File: config.mk
export PLATFORM = sky130hd
export DESIGN_NAME = round_robin_task_dispatcher_unit_flat
export DESIGN_NICKNAME = d
export VERILOG_FILES = /design/src/hw/rtl/rrtd_pkg.sv /design/src/hw/rtl/rrtd_if.sv /design/src/hw/rtl/rrtd_slot_table.sv /design/src/hw/rtl/round_robin_task_dispatcher_unit.sv /design/src/flat_wrapper.sv
export VERILOG_INCLUDE_DIRS = /design/src /design/src/hw/rtl
export SDC_FILE = /design/constraint.sdc
export NUM_CORES = 2
export LEC_CHECK = 0
export ABC_AREA = 1
export BUFFER_PORTS_ARGS = -buffer_cell sky130_fd_sc_hd__buf_4
export CAP_MARGIN = 20
export CORE_MARGIN = 4
export CORE_UTILIZATION = 60
export CTS_CLUSTER_DIAMETER = 40
export DETAILED_ROUTE_END_ITERATION = 8
export PLACE_DENSITY = 0.77
export SYNTH_ARGS = -nofsm -noshare
export SYNTH_HDL_FRONTEND = slang
export SYNTH_SLANG_ARGS = --single-unit
File: constraint.sdc
create_clock -name i_clk -period 7.8 [get_ports i_clk]
set_input_delay 0.39 -clock i_clk [delete_from_list [all_inputs] [get_ports i_clk]]
set_output_delay 0.39 -clock i_clk [all_outputs]
set_load 0.1 [all_outputs]
File: src/hw/rtl/assert_macros.svh
// Assertion macros used by the dispatcher top level.
// Depends on nothing; the using module must have i_clk and i_rst_n.
`ifndef ASSERT_MACROS_SVH
`define ASSERT_MACROS_SVH

// same-cycle implication
`define ASSERT_NOW(lbl, ante, cons, msg) \
    lbl: assert property (@(posedge i_clk) disable iff (!i_rst_n) (ante) |-> (cons)) \
        else $error(msg);

// next-cycle implication
`define ASSERT_NEXT(lbl, ante, cons, msg) \
    lbl: assert property (@(posedge i_clk) disable iff (!i_rst_n) (ante) |=> (cons)) \
        else $error(msg);

`endif

File: src/hw/rtl/rrtd_pkg.sv
// Types and constants of the round-robin task dispatcher.
// No dependencies.
package rrtd_pkg;

    typedef enum logic [1:0] {
        OP_WRITE    = 2'd0,
        OP_TICK     = 2'd1,
        OP_DISPATCH = 2'd2,
        OP_RUN_DONE = 2'd3
    } t_op;

    typedef struct packed {
        t_op         op;
        logic [3:0]  slot;
        logic        present;
        logic        ready_req;
        logic        queue_blocked;
        logic        sem_blocked;
        logic [15:0] delay;
        logic [7:0]  counter_value;
    } t_req;

    typedef struct packed {
        logic        found;
        logic [3:0]  selected_slot;
        logic [31:0] elapsed;
        logic [31:0] slot_time;
        logic [31:0] total_time;
    } t_rsp;

    // one slot entry of the task table
    typedef struct packed {
        logic        present;
        logic        ready;
        logic        queue_blocked;
        logic        sem_blocked;
        logic [15:0] delay;
    } t_attr;

    localparam t_attr ATTR_RESET = '{present: 1'b0, ready: 1'b1, queue_blocked: 1'b0,
                                     sem_blocked: 1'b0, delay: 16'd0};
    localparam logic [7:0] TOP_RESET = 8'hFF;

    function automatic logic runnable(input t_attr a);
        runnable = a.present && a.ready && !a.queue_blocked && !a.sem_blocked
                   && (a.delay == 16'd0);
    endfunction

endpackage

File: src/hw/rtl/rrtd_if.sv
// Valid/ready channel interfaces for request and response items.
// Depends on rrtd_pkg.
interface rrtd_req_if;
    import rrtd_pkg::*;
    logic valid;
    logic ready;
    t_req data;
    modport source (output valid, output data, input ready);
    modport sink   (input valid, input data, output ready);
endinterface

interface rrtd_rsp_if;
    import rrtd_pkg::*;
    logic valid;
    logic ready;
    t_rsp data;
    modport source (output valid, output data, input ready);
    modport sink   (input valid, input data, output ready);
endinterface

File: src/hw/rtl/rrtd_slot_table.sv
// Slot attribute memory: one read and one write port, registered read data.
// Entries never written read back as the reset entry. Depends on rrtd_pkg.
module rrtd_slot_table #(
    parameter int NUM_SLOTS = 16,
    parameter int IW        = 4
) (
    input  logic              i_clk,
    input  logic              i_rst_n,
    input  logic              i_rd_en,
    input  logic [IW-1:0]     i_rd_addr,
    output rrtd_pkg::t_attr   o_rd_data,
    input  logic              i_wr_en,
    input  logic [IW-1:0]     i_wr_addr,
    input  rrtd_pkg::t_attr   i_wr_data
);
    import rrtd_pkg::*;

    t_attr                r_mem [NUM_SLOTS];
    logic [NUM_SLOTS-1:0] r_vld;
    t_attr                r_rdata;
    logic                 r_rvld;

    always_ff @(posedge i_clk) begin
        if (i_wr_en) begin
            r_mem[i_wr_addr] <= i_wr_data;
        end
        if (i_rd_en) begin
            r_rdata <= r_mem[i_rd_addr];
        end
    end

    always_ff @(posedge i_clk) begin
        if (!i_rst_n) begin
            r_vld  <= '0;
            r_rvld <= 1'b0;
        end else begin
            if (i_wr_en) begin
                r_vld[i_wr_addr] <= 1'b1;
            end
            if (i_rd_en) begin
                r_rvld <= r_vld[i_rd_addr];
            end
        end
    end

    assign o_rd_data = r_rvld ? r_rdata : ATTR_RESET;

endmodule

File: src/hw/rtl/round_robin_task_dispatcher_unit.sv
// Round-robin task dispatcher top level: sequencer, execution-time memory.
// Depends on rrtd_pkg, rrtd_if, rrtd_slot_table and assert_macros.svh.
//
//  channel  | dir | handshake            | payload
//  i_req    | in  | valid/ready          | op, slot, marks, delay, counter_value
//  o_rsp    | out | valid/ready          | found, selected_slot, elapsed, times
//  cfg      | in  | i_cfg_we             | timer_top
//
// One item at a time, in these states: write S_WR, S_RDX, S_XW, S_OUT;
// tick S_TICK over every slot, then S_RDX, S_XW, S_OUT; run done S_MUL,
// S_EL, S_ACC, S_OUT; dispatch S_DA0, S_DA1, S_DRD and S_DCHK per candidate
// tried (at most NUM_SLOTS), then S_RDX, S_XW, S_OUT; S_IDLE takes the next item.
// Reset is synchronous; the tables need no clearing pass.
// A result waits in the output register while the next item is taken; the
// sequencer only stalls when a second result is ready before the first leaves.
module round_robin_task_dispatcher_unit #(
    parameter int NUM_SLOTS = 16
) (
    input  logic       i_clk,
    input  logic       i_rst_n,
    rrtd_req_if.sink   i_req,
    rrtd_rsp_if.source o_rsp,
    input  logic       i_cfg_we,
    input  logic [7:0] i_cfg_wdata
);
    import rrtd_pkg::*;

    localparam int IW = $clog2(NUM_SLOTS);

    typedef enum logic [12:0] {
        S_IDLE = 13'b0000000000001,
        S_WR   = 13'b0000000000010,
        S_TICK = 13'b0000000000100,
        S_DA0  = 13'b0000000001000,
        S_DA1  = 13'b0000000010000,
        S_DRD  = 13'b0000000100000,
        S_DCHK = 13'b0000001000000,
        S_MUL  = 13'b0000010000000,
        S_EL   = 13'b0000100000000,
        S_RDX  = 13'b0001000000000,
        S_XW   = 13'b0010000000000,
        S_ACC  = 13'b0100000000000,
        S_OUT  = 13'b1000000000000
    } t_state;

    t_state          r_state;
    t_req            r_req;
    logic [7:0]      r_top;
    logic [IW-1:0]   r_cur;
    logic [15:0]     r_ticks;
    logic [7:0]      r_start;
    logic [31:0]     r_total;
    logic [IW:0]     r_idx;
    logic            r_pend;
    logic [IW-1:0]   r_waddr;
    logic [IW-1:0]   r_cand;
    logic [IW-1:0]   r_nxt;
    logic            r_wrap;
    logic [IW-1:0]   r_cnt;
    t_attr           r_a0;
    logic            r_found;
    logic [24:0]     r_prod;
    logic [31:0]     r_el;
    logic [31:0]     r_stime;
    logic            r_ov;
    logic            n_ov;
    t_rsp            r_rsp;

    // execution-time memory
    logic [31:0]          r_xmem [NUM_SLOTS];
    logic [NUM_SLOTS-1:0] r_xvld;
    logic [31:0]          r_xrd;
    logic                 r_xrv;
    logic [31:0]          xdata;
    logic [31:0]          xsum;
    logic                 x_rd_en;
    logic                 x_wr_en;

    // slot table port
    logic          t_rd_en;
    logic [IW-1:0] t_rd_addr;
    t_attr         t_rd_data;
    logic          t_wr_en;
    logic [IW-1:0] t_wr_addr;
    t_attr         t_wr_data;

    logic [IW:0]   nxt_full;
    t_attr         rec;
    logic          use_a0;
    logic [IW-1:0] cand_eff;
    logic          out_free;
    logic          acc_in;
    logic          slot_ok;

    assign acc_in   = i_req.valid && i_req.ready;
    assign out_free = !r_ov || o_rsp.ready;
    assign n_ov     = ((r_state == S_OUT) && out_free) || (r_ov && !o_rsp.ready);
    assign slot_ok  = 32'(r_req.slot) < NUM_SLOTS;
    assign nxt_full = (IW+1)'(r_cand) + (IW+1)'(1);
    assign use_a0   = r_wrap || !t_rd_data.present;
    assign rec      = use_a0 ? r_a0 : t_rd_data;
    assign cand_eff = use_a0 ? '0 : r_nxt;
    assign xdata    = r_xrv ? r_xrd : 32'd0;
    assign xsum     = xdata + r_el;

    rrtd_slot_table #(.NUM_SLOTS(NUM_SLOTS), .IW(IW)) u_tbl (
        .i_clk     (i_clk),
        .i_rst_n   (i_rst_n),
        .i_rd_en   (t_rd_en),
        .i_rd_addr (t_rd_addr),
        .o_rd_data (t_rd_data),
        .i_wr_en   (t_wr_en),
        .i_wr_addr (t_wr_addr),
        .i_wr_data (t_wr_data)
    );

    always_comb begin
        t_rd_en   = 1'b0;
        t_rd_addr = '0;
        t_wr_en   = 1'b0;
        t_wr_addr = r_waddr;
        t_wr_data = t_rd_data;
        case (r_state)
            S_WR: begin
                t_wr_en   = slot_ok;
                t_wr_addr = IW'(r_req.slot);
                t_wr_data = '{present: r_req.present, ready: r_req.ready_req,
                              queue_blocked: r_req.queue_blocked,
                              sem_blocked: r_req.sem_blocked, delay: r_req.delay};
            end
            S_TICK: begin
                t_rd_en   = r_idx < (IW+1)'(NUM_SLOTS);
                t_rd_addr = r_idx[IW-1:0];
                // write back the entry read last cycle, decremented
                t_wr_en   = r_pend && (t_rd_data.delay != 16'd0);
                t_wr_data.delay = t_rd_data.delay - 16'd1;
            end
            S_DA0: begin
                t_rd_en = 1'b1;
            end
            S_DRD: begin
                t_rd_en   = nxt_full < (IW+1)'(NUM_SLOTS);
                t_rd_addr = nxt_full[IW-1:0];
            end
            default: begin
            end
        endcase
    end

    assign x_rd_en = (r_state == S_RDX) || (r_state == S_EL);
    assign x_wr_en = (r_state == S_ACC);

    always_ff @(posedge i_clk) begin
        if (x_wr_en) begin
            r_xmem[r_cur] <= xsum;
        end
        if (x_rd_en) begin
            r_xrd <= r_xmem[r_cur];
        end
    end

    always_ff @(posedge i_clk) begin
        if (!i_rst_n) begin
            r_state <= S_IDLE;
            r_top   <= TOP_RESET;
            r_cur   <= IW'(NUM_SLOTS - 1);
            r_ticks <= '0;
            r_start <= '0;
            r_total <= '0;
            r_idx   <= '0;
            r_pend  <= 1'b0;
            r_cnt   <= '0;
            r_wrap  <= 1'b0;
            r_found <= 1'b0;
            r_ov    <= 1'b0;
            r_xvld  <= '0;
            r_xrv   <= 1'b0;
        end else begin
            if (i_cfg_we) begin
                r_top <= i_cfg_wdata;
            end
            r_ov <= n_ov;
            if (x_wr_en) begin
                r_xvld[r_cur] <= 1'b1;
            end
            if (x_rd_en) begin
                r_xrv <= r_xvld[r_cur];
            end
            case (r_state)
                S_IDLE: begin
                    if (acc_in) begin
                        r_found <= 1'b0;
                        r_idx   <= '0;
                        r_pend  <= 1'b0;
                        r_cnt   <= '0;
                        r_cand  <= r_cur;
                        case (i_req.data.op)
                            OP_WRITE:    r_state <= S_WR;
                            OP_TICK:     r_state <= S_TICK;
                            OP_DISPATCH: r_state <= S_DA0;
                            OP_RUN_DONE: r_state <= S_MUL;
                            default:     r_state <= S_WR;
                        endcase
                    end
                end
                S_WR: begin
                    r_state <= S_RDX;
                end
                S_TICK: begin
                    r_waddr <= r_idx[IW-1:0];
                    if (r_idx < (IW+1)'(NUM_SLOTS)) begin
                        r_idx  <= r_idx + (IW+1)'(1);
                        r_pend <= 1'b1;
                    end else begin
                        r_pend  <= 1'b0;
                        r_ticks <= r_ticks + 16'd1;
                        r_state <= S_RDX;
                    end
                end
                S_DA0: begin
                    r_state <= S_DA1;
                end
                S_DA1: begin
                    r_a0    <= t_rd_data;
                    r_state <= S_DRD;
                end
                S_DRD: begin
                    r_nxt   <= nxt_full[IW-1:0];
                    r_wrap  <= !(nxt_full < (IW+1)'(NUM_SLOTS));
                    r_state <= S_DCHK;
                end
                S_DCHK: begin
                    if (runnable(rec)) begin
                        r_found <= 1'b1;
                        r_cur   <= cand_eff;
                        r_ticks <= '0;
                        r_start <= r_req.counter_value;
                        r_state <= S_RDX;
                    end else begin
                        r_cand <= cand_eff;
                        r_cnt  <= r_cnt + IW'(1);
                        if (r_cnt == IW'(NUM_SLOTS - 1)) begin
                            r_state <= S_RDX;
                        end else begin
                            r_state <= S_DRD;
                        end
                    end
                end
                S_MUL: begin
                    r_state <= S_EL;
                end
                S_EL: begin
                    r_state <= S_ACC;
                end
                S_ACC: begin
                    r_total <= r_total + r_el;
                    r_state <= S_OUT;
                end
                S_RDX: begin
                    r_state <= S_XW;
                end
                S_XW: begin
                    r_state <= S_OUT;
                end
                S_OUT: begin
                    if (out_free) begin
                        r_state <= S_IDLE;
                    end
                end
                default: begin
                    r_state <= S_IDLE;
                end
            endcase
        end
    end

    // payload registers
    always_ff @(posedge i_clk) begin
        if (acc_in) begin
            r_req <= i_req.data;
            r_el  <= '0;
        end
        if (r_state == S_MUL) begin
            r_prod <= 25'(r_ticks) * 25'({1'b0, r_top} + 9'd1);
        end
        if (r_state == S_EL) begin
            r_el <= 32'(r_prod) + 32'(r_req.counter_value) - 32'(r_start);
        end
        if (r_state == S_ACC) begin
            r_stime <= xsum;
        end
        if (r_state == S_XW) begin
            r_stime <= xdata;
        end
        if ((r_state == S_OUT) && out_free) begin
            r_rsp.found         <= r_found;
            r_rsp.selected_slot <= 4'(r_cur);
            r_rsp.elapsed       <= r_el;
            r_rsp.slot_time     <= r_stime;
            r_rsp.total_time    <= r_total;
        end
    end

    assign i_req.ready = (r_state == S_IDLE);
    assign o_rsp.valid = r_ov;
    assign o_rsp.data  = r_rsp;

`include "assert_macros.svh"

    `ASSERT_NEXT(a_accept_leaves_idle, acc_in, r_state != S_IDLE, "item accepted but sequencer idle")
    `ASSERT_NOW(a_found_only_dispatch, (r_state == S_OUT) && r_found, r_req.op == OP_DISPATCH, "found set outside dispatch")
    `ASSERT_NOW(a_walk_bound, 1'b1, r_idx <= (IW+1)'(NUM_SLOTS), "tick walk index past table")
    `ASSERT_NOW(a_elapsed_run_done, (r_state == S_OUT) && (r_el != 32'd0), r_req.op == OP_RUN_DONE, "elapsed set outside run done")

endmodule
File: src/flat_wrapper.sv
// flat-port wrapper written by rule: the top's interface ports become plain ports
module round_robin_task_dispatcher_unit_flat import rrtd_pkg::*;
#(
    parameter int NUM_SLOTS = 16
)
  (i_clk, i_rst_n, i_cfg_we, i_cfg_wdata, i_req_valid, i_req_data, i_req_ready, o_rsp_valid, o_rsp_data, o_rsp_ready);
  rrtd_req_if i_req_i ();
  rrtd_rsp_if o_rsp_i ();
  input  logic i_clk;
  input  logic i_rst_n;
  input  logic i_cfg_we;
  input  logic [7:0] i_cfg_wdata;
  input wire logic [$bits(i_req_i.valid)-1:0] i_req_valid;
  input wire logic [$bits(i_req_i.data)-1:0] i_req_data;
  output wire logic [$bits(i_req_i.ready)-1:0] i_req_ready;
  output wire logic [$bits(o_rsp_i.valid)-1:0] o_rsp_valid;
  output wire logic [$bits(o_rsp_i.data)-1:0] o_rsp_data;
  input wire logic [$bits(o_rsp_i.ready)-1:0] o_rsp_ready;
  assign i_req_i.valid = i_req_valid;
  assign i_req_i.data = i_req_data;
  assign i_req_ready = i_req_i.ready;
  assign o_rsp_valid = o_rsp_i.valid;
  assign o_rsp_data = o_rsp_i.data;
  assign o_rsp_i.ready = o_rsp_ready;
  round_robin_task_dispatcher_unit #(.NUM_SLOTS(NUM_SLOTS)) u_core (.i_clk(i_clk), .i_rst_n(i_rst_n), .i_req(i_req_i), .o_rsp(o_rsp_i), .i_cfg_we(i_cfg_we), .i_cfg_wdata(i_cfg_wdata));
endmodule
==> results.yml <==
place:
  placed_area_sq_mm: 0.06101
  place.gp.congestion: 0.9486
  hpwlAfterDp_um: 98760
  dp.cells: 6591
  io_buffers: 149
pwr:
  switchingPower_mw: 4.272
  p_comb_share_pct: 10.4
  swShare_pct: 25.66
  power.internal_mw: 12.38
  p_leak_nw: 26.11
  p_clk_share_pct: 41.1
  p_seq_share_pct: 48.5
  ir_worst_vdd_mv: 0.2812
  p_per_area_mw_per_mm2: 249.6
timing:
  fin_skew_ps: 35.80
  fin_tns_setup_ps: 0
  maxSlewViolCount: 0
  maxSlewHeadroom_pct: 22.77
  worstMarginPinSlew_ps: 1159
  fin_crit_ps: 5774
  fmax_ghz: 0.1732
  hold_viol_final: 0
  finalCritPeriodShare_pct: 74.03
  setup_viol: 0
  rsz0062_at_grt: "false"
yosys:
  synth.largest_area_cell: "edfxtp_1"
  ys_seq_area_share_pct: 63.00
  syn_area_per_cell_sq_um: 11.03
  synth_cell_types: 61
  synthesis.nets: 5564
  synth_most_common_cell: "nand2_1"
  async_flop_share_pct: 0
  yosys_warnings: 0
  synthFlopType: "edfxtp_1"
  synth_top_cell_area_share_pct: 58.60
  netlist_area_sq_mm: 0.05831
  synthTopCellsByCount: "1,305 x nand2_1, 1,138 x edfxtp_1, 443 x inv_1, 400 x nor2_1, 337 x a21oi_1"
  synthTopCellsByArea: "edfxtp_1 59%, nand2_1 8.4%, dfxtp_1 4.4%, fa_1 3.5%, a22oi_1 3.3%"
  synth-edff-count: 1138
  syn_inst: 5285
  synth_seq_cells: 1266
run:
  cap_violations: 0
finish:
  final_net_count: 5822
  syn2layout_area_growth_pct: 14.39
  seq_area_sq_mm: 0.03674
  final_area_sq_mm: 0.06670
  nFillCells: 6708
  drive_gt1_share_pct: 10.55
  fin_cells: 6937
  multiInputGateArea_sq_mm: 0.01915
  n_antenna_cell: 0
floorplanning:
  start_util_pct: 60.39
  core_sq_mm: 0.09657
  die_w_um: 319.8
  ios: 150
  fp-row-count: 114
  die_h_um: 319.8
  dieArea_sq_mm: 0.1022
critical_path:
  crit_type: "reg2reg"
  cp_max_fo: 13
  cp.arrival_ps: 6280
  end_kind: "flop"
  cp.required_ps: 8300
  crit_path_start_kind: "flop"
drt:
  via_per_inst: 6.059
  drt_drc_violations_left: 0
  wl_um: 159800
  drtIter0Drc: 5437
  ant_nets: 0
  vias: 42030
  drt-wirelength-per-cell_um: 23.03
  dr.pass1.iters: 7
grt:
  grt_max_degree: 97
  grt-busiest-layer: "met2"
  met3_usage_pct: 5.834
  antenna_found_initial: 1
  grt_pass1_wl_um: 240100
  met1_usage_pct: 43.32
  grt.met2_usage_pct: 48.39
  grt_overflow_total: 0
  track_usage_pct: 30.76
  grt_pass1_vias: 40570
clocking:
  clockBufferDepth: 3
  numCtsBuffers: 144
  cts_resized: 0
  cts.clk_slew.worst_paths_ps: 60
  clockRootBuffer: "clkbuf_16"
  clkSinkCount: 1266
  cts_max_level: 4
  clk_latency_ps: 760
  cts_tree: "yes"
worst_hold_path:
  hold_path_class: "in2reg"
status:
  status: "finished, final reports clean"
[kinds of logic (layout without fill, tap and decap cells)]
family	count (synthesis)	count (layout)	share of synthesized area, %
XOR/XNOR	81	81	1.217
flip-flops	1266	1266	63.00
adder cells (fa/ha/maj)	232	232	6.304
AND/OR/NAND/NOR	2105	2105	15.01
buffers and inverters	667	1043	4.568
AO/OA/AOI/OAI	934	934	9.902
[power by group through the flow]
stage          Combinational, mW  Clock [mW]  Sequential, mW
6_report                    1.73        6.85            8.08
5_1_grt                     1.89        7.22            8.07
4_1_cts                     1.65        6.90            8.07
3_5_place_dp                1.61           0            8.21
3_3_place_gp                1.57           0            8.21
2_1_floorplan               1.09           0            8.06
[state kept, by name, indices dropped and copies added (netlist names), 16 cells and up]
register	cells
u_core.o_rsp.data	101
u_core.r_a0	20
u_core.r_el	32
u_core.r_prod	25
u_core.r_req	32
u_core.r_stime	32
u_core.r_ticks	16
u_core.r_total	32
u_core.r_xmem	512
u_core.r_xrd	32
u_core.r_xvld	16
u_core.u_tbl.r_mem	320
u_core.u_tbl.r_rdata	20
u_core.u_tbl.r_vld	16
[placed cells by master, fill, tap and decap left out, types with 46 or more instances in the layout]
master and instances:
a21oi_1 336, a22oi_1 260, buf_4 250, clkbuf_16 146, dfxtp_1 128, dlygate4sd3_1 61, edfxtp_1 1138, fa_1 103
ha_1 129, inv_1 443, nand2_1 1303, nand3_1 182, nand4_1 50, nor2_1 363, nor3_1 46, o21ai_0 168
xor2_1 62
[cell type report]
cell class                 instances  area share, %
multi-input combinational       3352          28.71
timing repair buffer             314          3.842
inverter                         465          2.643
sequential                      1266          55.07
clock inverter                    89          1.609
tap                             1276          2.394
clock buffer                     175          5.731
[stage by stage]
step	setup WS [ps]	power, mW	hold WS [ps]	utilization, %
2_1_floorplan	2006	9.145	400.3	-
3_3_place_gp	2125	9.776	400.8	63.12
3_5_place_dp	2089	9.820	404.5	63.18
4_1_cts	2067	16.61	33.67	68.88
5_1_grt	1667	17.17	110.0	69.08
6_report	2026	16.65	91.44	69.08
[timing repair]
action                                 CTS  global route
endpoints found under the hold margin   46             0
hold buffers                            61             0
setup buffers                            0             0
[critical path, stage by stage (launching register included)]
cell	delay (ps)
dfxtp_1	450
ha_1	230
nand2_1	80
nor2_1	140
nand2_1	90
o21ai_0	160
nand2_1	370
inv_1	260
nand2_1	100
fa_1	560
fa_1	500
inv_1	50
fa_1	460
fa_1	380
ha_1	370
a21o_1	220
a21oi_1	190
nor3_1	90
a211oi_1	380
o21bai_1	160
nand2_1	110
nand2_1	50
nand2_1	60
nand2_1	40
[routing by layer]
metal  vias to the layer above  routed length (um)
met1                     20180               62690
met2                      2438               73840
met4                         0                5841
li1                      19000                   -
met3                       411               17400
met5                         -                   0
[worst paths after layout]
kind	startpoint	endpoint	depth (start not counted)	slack, ps
hold / removal	i_req_valid	u_core.r_pend	4	90
setup reg to reg	u_core.r_top[0]	u_core.r_prod[22]	23	2030
hold reg to reg	u_core.r_stime[24]	u_core.o_rsp.data[56]	0	410
setup / recovery	u_core.r_top[0]	u_core.r_prod[22]	23	2030
Power figures use the tool's default switching activity.
